### src/design/nsc_pkg.sv
// Package for the NFA subset construction unit.
// Holds the item structs, request and register codes, and the controller/datapath link.
// Has no dependencies.
package nsc_pkg;

  localparam int unsigned SET_W    = 8;
  localparam int unsigned TABLE_W  = 64;
  localparam int unsigned CFG_IDX_W = 3;
  localparam int unsigned REQ_W    = 2;

  // Request codes of an input item.
  localparam logic [REQ_W-1:0] REQ_RESTART = 2'd0;
  localparam logic [REQ_W-1:0] REQ_STEP    = 2'd1;
  localparam logic [REQ_W-1:0] REQ_QUERY   = 2'd2;

  // Configuration register indexes.
  localparam logic [CFG_IDX_W-1:0] CFG_TRANS_A = 3'd0;
  localparam logic [CFG_IDX_W-1:0] CFG_TRANS_B = 3'd1;
  localparam logic [CFG_IDX_W-1:0] CFG_START   = 3'd2;
  localparam logic [CFG_IDX_W-1:0] CFG_FINAL   = 3'd3;

  typedef struct packed {
    logic [REQ_W-1:0] req_type;
    logic [SET_W-1:0] query_set;
  } nsc_req_t;

  typedef struct packed {
    logic             row_valid;
    logic [SET_W-1:0] state_set;
    logic [SET_W-1:0] next_on_a;
    logic [SET_W-1:0] next_on_b;
    logic             is_start;
    logic             is_final;
    logic             last;
    logic [SET_W-1:0] dfa_number;
  } nsc_res_t;

  // Which kind of result the datapath assembles.
  typedef enum logic [1:0] {
    RES_PLAIN,
    RES_ROW,
    RES_QUERY
  } nsc_kind_e;

  typedef struct packed {
    logic      restart;
    logic      pop;
    logic      expand;
    logic      push_a;
    logic      push_b;
    logic      q_clear;
    logic      q_step;
    logic      res_load;
    nsc_kind_e res_kind;
  } nsc_cmd_t;

  typedef struct packed {
    logic wl_empty;
    logic chunk_last;
  } nsc_status_t;

  // Mask of the singleton subset holding one NFA state.
  function automatic logic [SET_W-1:0] single_set(input logic [2:0] state);
    single_set = 8'h80 >> state;
  endfunction

endpackage

### src/design/nsc_ctrl.sv
// Controller state machine of the NFA subset construction unit.
// Sequences restart, step and query items; depends on nsc_pkg.
module nsc_ctrl
  import nsc_pkg::*;
(
  input  logic                 clk_i,
  input  logic                 rst_ni,
  input  logic                 start_i,
  input  logic [REQ_W-1:0]     req_type_i,
  input  nsc_status_t          status_i,
  output nsc_cmd_t             cmd_o,
  output logic                 busy_o
);

  typedef enum logic [2:0] {
    ST_IDLE,
    ST_EXPAND,
    ST_PUSH_A,
    ST_PUSH_B,
    ST_QUERY,
    ST_FINISH
  } state_e;

  state_e    state_q, state_d;
  nsc_kind_e kind_q, kind_d;
  logic      busy_q, busy_d;

  always_comb begin
    cmd_o   = '0;
    state_d = state_q;
    kind_d  = kind_q;
    busy_d  = busy_q;
    case (state_q)
      ST_IDLE: begin
        if (start_i) begin
          busy_d = 1'b1;
          case (req_type_i)
            REQ_RESTART: begin
              cmd_o.restart = 1'b1;
              kind_d        = RES_PLAIN;
              state_d       = ST_FINISH;
            end
            REQ_STEP: begin
              if (status_i.wl_empty) begin
                kind_d  = RES_PLAIN;
                state_d = ST_FINISH;
              end else begin
                cmd_o.pop = 1'b1;
                state_d   = ST_EXPAND;
              end
            end
            REQ_QUERY: begin
              cmd_o.q_clear = 1'b1;
              state_d       = ST_QUERY;
            end
            default: begin
              kind_d  = RES_PLAIN;
              state_d = ST_FINISH;
            end
          endcase
        end
      end
      ST_EXPAND: begin
        cmd_o.expand = 1'b1;
        state_d      = ST_PUSH_A;
      end
      ST_PUSH_A: begin
        cmd_o.push_a = 1'b1;
        state_d      = ST_PUSH_B;
      end
      ST_PUSH_B: begin
        cmd_o.push_b = 1'b1;
        kind_d       = RES_ROW;
        state_d      = ST_FINISH;
      end
      ST_QUERY: begin
        cmd_o.q_step = 1'b1;
        if (status_i.chunk_last) begin
          kind_d  = RES_QUERY;
          state_d = ST_FINISH;
        end
      end
      ST_FINISH: begin
        cmd_o.res_load = 1'b1;
        cmd_o.res_kind = kind_q;
        busy_d         = 1'b0;
        state_d        = ST_IDLE;
      end
      default: begin
        busy_d  = 1'b0;
        state_d = ST_IDLE;
      end
    endcase
  end

  always_ff @(posedge clk_i or negedge rst_ni) begin
    if (!rst_ni) begin
      state_q <= ST_IDLE;
      kind_q  <= RES_PLAIN;
      busy_q  <= 1'b0;
    end else begin
      state_q <= state_d;
      kind_q  <= kind_d;
      busy_q  <= busy_d;
    end
  end

  assign busy_o = busy_q;

endmodule

### src/design/nsc_dpath.sv
// Datapath of the NFA subset construction unit: configuration, discovered map,
// worklist memory, successor logic, rank counter and result register; uses nsc_pkg.
module nsc_dpath
  import nsc_pkg::*;
#(
  parameter int unsigned NFA_STATES = 8
) (
  input  logic                 clk_i,
  input  logic                 rst_ni,
  input  logic                 cfg_we_i,
  input  logic [CFG_IDX_W-1:0] cfg_idx_i,
  input  logic [TABLE_W-1:0]   cfg_wdata_i,
  input  logic [SET_W-1:0]     query_set_i,
  input  nsc_cmd_t             cmd_i,
  output nsc_status_t          status_o,
  output nsc_res_t             result_o,
  output logic                 result_valid_o
);

  localparam int unsigned Subsets = 1 << SET_W;
  localparam int unsigned CntW    = SET_W + 1;
  localparam int unsigned ChunkW  = SET_W - 3;

  logic [TABLE_W-1:0] trans_a_q, trans_b_q;
  logic [2:0]         start_q, final_q;

  logic [Subsets-1:0] seen_q, seen_d;
  logic [CntW-1:0]    count_q, count_d;
  logic [SET_W-1:0]   wl_mem [Subsets];
  logic [SET_W-1:0]   rd_q;
  logic               wr_en;
  logic [SET_W-1:0]   wr_addr, wr_data;

  logic [SET_W-1:0]   cur_q, na_q, nb_q, qset_q;
  logic [SET_W-1:0]   na_c, nb_c;
  logic [SET_W-1:0]   rank_q, rank_d;
  logic [ChunkW-1:0]  chunk_q;
  logic [3:0]         chunk_sum;

  nsc_res_t           result_q, result_d;
  logic               valid_q;

  // Configuration registers.
  always_ff @(posedge clk_i or negedge rst_ni) begin
    if (!rst_ni) begin
      trans_a_q <= '0;
      trans_b_q <= '0;
      start_q   <= '0;
      final_q   <= '0;
    end else if (cfg_we_i) begin
      case (cfg_idx_i)
        CFG_TRANS_A: trans_a_q <= cfg_wdata_i;
        CFG_TRANS_B: trans_b_q <= cfg_wdata_i;
        CFG_START:   start_q   <= cfg_wdata_i[2:0];
        CFG_FINAL:   final_q   <= cfg_wdata_i[2:0];
        default: ;
      endcase
    end
  end

  // Successor masks of the popped subset; state i is bit 7-i.
  always_comb begin
    na_c = '0;
    nb_c = '0;
    for (int i = 0; i < SET_W; i++) begin
      if (i < NFA_STATES && rd_q[SET_W-1-i]) begin
        na_c = na_c | trans_a_q[8*i +: SET_W];
        nb_c = nb_c | trans_b_q[8*i +: SET_W];
      end
    end
  end

  // Discovered map, worklist count and memory write port.
  always_comb begin
    seen_d  = seen_q;
    count_d = count_q;
    wr_en   = 1'b0;
    wr_addr = count_q[SET_W-1:0];
    wr_data = na_q;
    if (cmd_i.restart) begin
      seen_d  = '0;
      count_d = CntW'(1);
      wr_en   = 1'b1;
      wr_addr = '0;
      wr_data = single_set(start_q);
    end
    if (cmd_i.pop) begin
      count_d = count_q - CntW'(1);
    end
    if (cmd_i.expand) begin
      seen_d[rd_q] = 1'b1;
    end
    if (cmd_i.push_a && !seen_q[na_q]) begin
      seen_d[na_q] = 1'b1;
      if (!count_q[SET_W]) begin
        wr_en   = 1'b1;
        count_d = count_q + CntW'(1);
      end
    end
    if (cmd_i.push_b && !seen_q[nb_q]) begin
      seen_d[nb_q] = 1'b1;
      wr_data      = nb_q;
      if (!count_q[SET_W]) begin
        wr_en   = 1'b1;
        count_d = count_q + CntW'(1);
      end
    end
  end

  always_ff @(posedge clk_i) begin
    if (wr_en) begin
      wl_mem[wr_addr] <= wr_data;
    end
    if (cmd_i.pop) begin
      rd_q <= wl_mem[count_q[SET_W-1:0] - SET_W'(1)];
    end
  end

  // Rank of the queried subset: eight map bits per cycle while q_step is high.
  always_comb begin
    logic [SET_W-1:0] idx;
    chunk_sum = '0;
    for (int k = 0; k < 8; k++) begin
      idx = {chunk_q, 3'(k)};
      if (seen_q[idx] && idx < qset_q && idx != '0) begin
        chunk_sum = chunk_sum + 4'd1;
      end
    end
    rank_d = rank_q + SET_W'(chunk_sum);
  end

  // Result assembly.
  always_comb begin
    result_d      = '0;
    result_d.last = (count_q == '0);
    case (cmd_i.res_kind)
      RES_ROW: begin
        result_d.row_valid = 1'b1;
        result_d.state_set = cur_q;
        result_d.next_on_a = na_q;
        result_d.next_on_b = nb_q;
        result_d.is_start  = (cur_q == single_set(start_q));
        result_d.is_final  = (cur_q != single_set(start_q)) &&
                             ((cur_q & single_set(final_q)) != '0);
      end
      RES_QUERY: begin
        if (qset_q != '0) begin
          result_d.row_valid  = seen_q[qset_q];
          result_d.state_set  = qset_q;
          result_d.is_start   = (qset_q == single_set(start_q));
          result_d.is_final   = (qset_q != single_set(start_q)) &&
                                ((qset_q & single_set(final_q)) != '0);
          result_d.dfa_number = rank_q;
        end
      end
      default: ;
    endcase
  end

  always_ff @(posedge clk_i or negedge rst_ni) begin
    if (!rst_ni) begin
      seen_q  <= '0;
      count_q <= '0;
      chunk_q <= '0;
      valid_q <= 1'b0;
    end else begin
      seen_q  <= seen_d;
      count_q <= count_d;
      valid_q <= cmd_i.res_load;
      if (cmd_i.q_clear) begin
        chunk_q <= '0;
      end else if (cmd_i.q_step) begin
        chunk_q <= chunk_q + ChunkW'(1);
      end
    end
  end

  always_ff @(posedge clk_i) begin
    if (cmd_i.expand) begin
      cur_q <= rd_q;
      na_q  <= na_c;
      nb_q  <= nb_c;
    end
    if (cmd_i.q_clear) begin
      qset_q <= query_set_i;
      rank_q <= '0;
    end else if (cmd_i.q_step) begin
      rank_q <= rank_d;
    end
    if (cmd_i.res_load) begin
      result_q <= result_d;
    end
  end

  assign status_o.wl_empty   = (count_q == '0);
  assign status_o.chunk_last = (chunk_q == {ChunkW{1'b1}});
  assign result_o            = result_q;
  assign result_valid_o      = valid_q;

endmodule

### src/design/nfa_subset_construction_unit.sv
// Sequence: restart, unknown codes and a step on an empty worklist go from acceptance
// straight to finish; a step runs pop, expand, two push slots and finish; a query runs
// its rank scan, reading the discovered map eight bits per cycle, then finish.
// Throughput: one item at a time; busy falls as the result is loaded, so the next item
// may start in the cycle its strobe is high. Results cannot be stalled.
// Reset: asynchronous, active low; clears control, map, count and configuration at once.
module nfa_subset_construction_unit
  import nsc_pkg::*;
#(
  parameter int unsigned NFA_STATES = 8
) (
  input  logic                 clk_i,
  input  logic                 rst_ni,
  // Command channel: an item is taken when start is high and busy is low.
  input  logic                 start,
  input  nsc_req_t             cmd_i,
  output logic                 busy,
  // Result channel: one strobe per item, held for exactly one cycle.
  output logic                 result_valid_o,
  output nsc_res_t             result_o,
  // Configuration write port; the user must write it only while the unit is idle, which the unit does not enforce.
  input  logic                 cfg_we_i,
  input  logic [CFG_IDX_W-1:0] cfg_idx_i,
  input  logic [TABLE_W-1:0]   cfg_wdata_i
);

  // The controller decodes each item into a short command sequence; the
  // datapath holds all data storage and answers with two status flags.
  nsc_cmd_t    cmd;
  nsc_status_t status;

  nsc_ctrl u_ctrl (
    .clk_i      (clk_i),
    .rst_ni     (rst_ni),
    .start_i    (start),
    .req_type_i (cmd_i.req_type),
    .status_i   (status),
    .cmd_o      (cmd),
    .busy_o     (busy)
  );

  // The worklist is a LIFO in a 256-entry memory with a registered read;
  // the discovered map is a flip-flop vector so that restart clears it at once.
  nsc_dpath #(
    .NFA_STATES (NFA_STATES)
  ) u_dpath (
    .clk_i          (clk_i),
    .rst_ni         (rst_ni),
    .cfg_we_i       (cfg_we_i),
    .cfg_idx_i      (cfg_idx_i),
    .cfg_wdata_i    (cfg_wdata_i),
    .query_set_i    (cmd_i.query_set),
    .cmd_i          (cmd),
    .status_o       (status),
    .result_o       (result_o),
    .result_valid_o (result_valid_o)
  );

`ifndef NO_ASSERTIONS
  // A result is only presented once the unit has gone idle again.
  assert property (@(posedge clk_i) disable iff (!rst_ni)
    result_valid_o |-> !busy)
    else $error("result strobe while busy");

  // An accepted item always makes the unit busy in the next cycle.
  assert property (@(posedge clk_i) disable iff (!rst_ni)
    (start && !busy) |=> busy)
    else $error("accepted item did not raise busy");

  // The controller never pops from an empty worklist.
  assert property (@(posedge clk_i) disable iff (!rst_ni)
    cmd.pop |-> !status.wl_empty)
    else $error("pop issued on empty worklist");

  // The two push slots of a step always follow one another.
  assert property (@(posedge clk_i) disable iff (!rst_ni)
    cmd.push_a |=> cmd.push_b)
    else $error("push slot sequence broken");
`endif

endmodule
### config.mk
export PLATFORM = sky130hd
export DESIGN_NAME = nfa_subset_construction_unit
export DESIGN_NICKNAME = d
export VERILOG_FILES = /design/src/design/nsc_pkg.sv /design/src/design/nsc_ctrl.sv /design/src/design/nsc_dpath.sv /design/src/design/nfa_subset_construction_unit.sv
export SDC_FILE = /design/constraint.sdc
export NUM_CORES = 2
export LEC_CHECK = 0
export BUFFER_PORTS_ARGS = -buffer_cell sky130_fd_sc_hd__buf_2
export CORE_UTILIZATION = 40
export DETAILED_ROUTE_END_ITERATION = 8
export RECOVER_POWER = 25
export SETUP_SLACK_MARGIN = 0.02
export SLEW_MARGIN = 20
export SYNTH_ARGS = -nofsm -noshare
export SYNTH_HDL_FRONTEND = slang
export SYNTH_HIERARCHICAL = 1
export SYNTH_SLANG_ARGS = --single-unit
### constraint.sdc
create_clock -name clk_i -period 13.8 [get_ports clk_i]
set_clock_uncertainty 0.15 [all_clocks]
set_input_delay 2.76 -clock clk_i [delete_from_list [all_inputs] [get_ports clk_i]]
set_output_delay 2.76 -clock clk_i [all_outputs]
set_load 0.1 [all_outputs]
==> flow_summary.yaml <==
logic_synthesis:
  yosys_warnings: 6
  synth_fp_nets: 5910
  async_flop_share: 0.162
  synth_top_area_frac: 0.578
  synth_seq_cells: 2543
  synth_area_leader_cell: "edfxtp_1"
  synth_cell_types: 84
  synth_area_sq_mm: 0.110
  syn_inst: 5797
  synth_area_leaders: "edfxtp_1 (58%), mux4_2 (20%), dfrtp_1 (9.3%)"
  avgSynthCellArea_sq_um: 19.0
  synth_edf_count: 2124
  yosys_most_used_dff: "edfxtp_1"
  ys_seq_area_frac: 0.672
pwr:
  total_power_mw: 29.5
  vdd_drop_max_uv: 335
  p_per_area_mw_per_mm2: 237
  cellLeakagePower_nw: 39.6
placement:
  gp_congestion: 0.973
  portBuffers: 118
  hpwl_um: 199000
  place_ws_ns: 5.66
floorplanning:
  die_y_um: 527
  io_pins: 119
  core_sq_mm: 0.274
  die_w_um: 527
  fp-row-count: 192
  dieArea_sq_mm: 0.278
  start_util: 0.403
worst_setup_path:
  worstPathArrival_ns: 11.39
  cp_data_required_time_ns: 14.14
  worstPathMaxFanout: 43
  worstSetupPathType: "reg2reg"
  rr_endpoint: "u_dpath/wl_mem[217][1]"
  cp-start-kind: "flip-flop"
  startpoint: "u_dpath/nb_q[1]"
  rrSetupSlack_ns: 2.76
  r2r_start: "u_dpath/nb_q[1]"
  worstSetupEndpointType: "flip-flop"
  r2r_cells: 14
  worstSetupEndpoint: "u_dpath/wl_mem[217][1]"
grt:
  grt_usage: 0.234
  antenna_found_initial: 24
  grt_pass1_vias: 62425
  grt_overflow: 0
  grt_max_degree: 199
  grt_pass1_wl_um: 471000
route:
  routedWlPerCell_um: 33.6
  finalWirelength_um: 329000
  via_count: 63119
  dr.pass1.iters: 9
  vias_per_cell: 6.45
  drt_iter0_drc: 9054
  ant_nets: 0
  drc: 78
job:
  max_cap_viol_count: 24
sta:
  finalWorstSetupSlack_ns: 2.76
  fin_setup_tns_ns: 0
  setup_viol: 0
  fmax_mhz: 90.5
  fin_crit_ns: 11.04
  period_share: 0.800
  final_hold_viol_count: 0
  worstMarginPinSlew_ns: 6.25
  rsz0062_at_grt: "false"
  maxSlewHeadroom: -3.16
  drv_slew: 856
final_layout:
  final_cell_mix: "edfxtp_1 (2124), mux4_2 (991), dfrtp_1 (409), nor2_1 (358), clkbuf_16 (285)"
  final_nets: 5979
  drive_above_1_share: 0.295
  final_common_cell: "edfxtp_1"
  nFillCells: 23010
  area_delta_synth_final_pct: 12.5
cts:
  clk_latency_ns: 0.92
  clkTransAtPathRegs_ns: 0.06
  cts_tree: "yes"
  hold_buffers: 0
  cts-root-buf: "clkbuf_16"
  cts_resized: 0
  clk_path_buf_depth: 4
  cts_buffers: 277
  post_cts_buffers: 0
  cts_sinks: 2543
  cts-htree-levels: 5
hold_path:
  hold_class: "reg2reg"
run_status:
  violations: "design-rule violations, max-capacitance violations, max-slew violations"
  status: "finished, violations left"
-- synth_stat cells, types with 11 or more instances --
library cell  count
xor2_1           13
ha_1             31
xnor2_1          18
nand3_1          52
nor2_1          373
mux2_2          140
nor3_1           30
buf_2            37
mux2i_1          36
mux4_2          991
or3_1            11
and2_1           35
a21oi_1          24
a222oi_1        103
a22oi_1         241
or2_2            16
inv_1            39
o221ai_1        156
nand2b_1         17
nand2_1         114
clkbuf_1        354
nor2b_1          27
edfxtp_1       2124
and3_1           12
dfrtp_1         411
buf_1            80
o21ai_0         138
nand4_1          28
-- state kept, by name (all words and copies together) (netlist names) --
register,flops
u_dpath/wl_mem,2048
u_dpath/rank_q,8
u_dpath/count_q,9
u_ctrl/busy_o,1
u_ctrl/kind_q,2
u_dpath/seen_q,256
u_dpath/rd_q,8
u_dpath/qset_q,8
u_dpath/nb_q,8
u_ctrl/state_q,3
u_dpath/trans_a_q,64
u_dpath/chunk_q,5
u_dpath/cur_q,8
u_dpath/final_q,3
u_dpath/result_o,36
u_dpath/result_valid_o,1
u_dpath/trans_b_q,64
u_dpath/start_q,3
u_dpath/na_q,8
-- report_power, final --
group	switching [mW]	internal (mW)	leakage (nW)
logic	6.54	5.21	11.0
registers	0.807	9.52	24.3
clock network	3.10	4.28	4.34
-- worst max-delay path, cell delays in order, from the launching register on --
cell	delay (ns)
edfxtp_1	0.33
clkbuf_1	2.42
clkbuf_1	1.78
mux4_2	0.45
mux4_2	0.54
mux4_2	0.48
nand2_1	0.10
o2111ai_1	0.32
a211oi_4	0.30
buf_4	0.38
o21bai_2	0.35
inv_1	0.58
nand4_1	1.01
buf_4	0.69
nor2_1	0.71
-- cell families (layout without fill, tap and decap cells) --
family	count (synthesis)	count (layout)	synth area share
fa+ha+maj	32	32	0.00369
xor+xnor	33	33	0.00288
other cells	0	15	0
compound gates	745	745	0.0517
flops	2543	2543	0.672
buf+inv	517	803	0.0181
simple gates	760	760	0.0318
mux	1167	1167	0.220
-- worst min path at each step --
| stage | to | start | slack [ns] | cells past startpoint |
|---|---|---|---|---|
| floorplan | u_dpath/rank_q[7] | u_dpath/rank_q[7] | 0.32 | 2 |
| global route | u_dpath/trans_b_q[57] | u_dpath/trans_b_q[57] | 0.37 | 1 |
| detailed placement | u_dpath/trans_b_q[48] | u_dpath/trans_b_q[48] | 0.35 | 1 |
| global placement | u_dpath/trans_b_q[7] | u_dpath/trans_b_q[7] | 0.34 | 1 |
| CTS | u_dpath/trans_b_q[48] | u_dpath/trans_b_q[48] | 0.36 | 1 |
| finish | u_dpath/trans_a_q[54] | u_dpath/trans_a_q[54] | 0.36 | 1 |
-- per-stage QoR --
step | util | cells | hold slack, ns | instance area [sq um]
after CTS | 0.454 | 9768 | 0.360 | 124000
final | 0.453 | 9784 | 0.358 | 124000
after global routing | 0.453 | 9773 | 0.373 | 124000
after detailed placement | 0.421 | 9272 | 0.346 | 115000
after floorplan | - | 5797 | 0.321 | 110000
after global placement | 0.421 | 9272 | 0.340 | 115000
-- layout make-up --
class,count,area [sq um],share of cell area
sequential,2543,74200,0.597
multi-input combinational,2737,34500,0.278
clock buffer,355,7510,0.0605
tap,3686,4610,0.0371
timing repair buffer,265,1720,0.0138
clock inverter,141,1480,0.0119
inverter,42,163,0.00131
antenna,15,37.5,0.000302
-- layer usage --
layer,wire length (um),vias to the layer above,track usage
met1,131000,33790,0.326
met2,148000,3845,0.345
met5,208,-,0.00519
met4,13000,10,0.0842
met3,36800,757,0.0717
li1,-,24717,-
(Power assumes the default switching activity.)
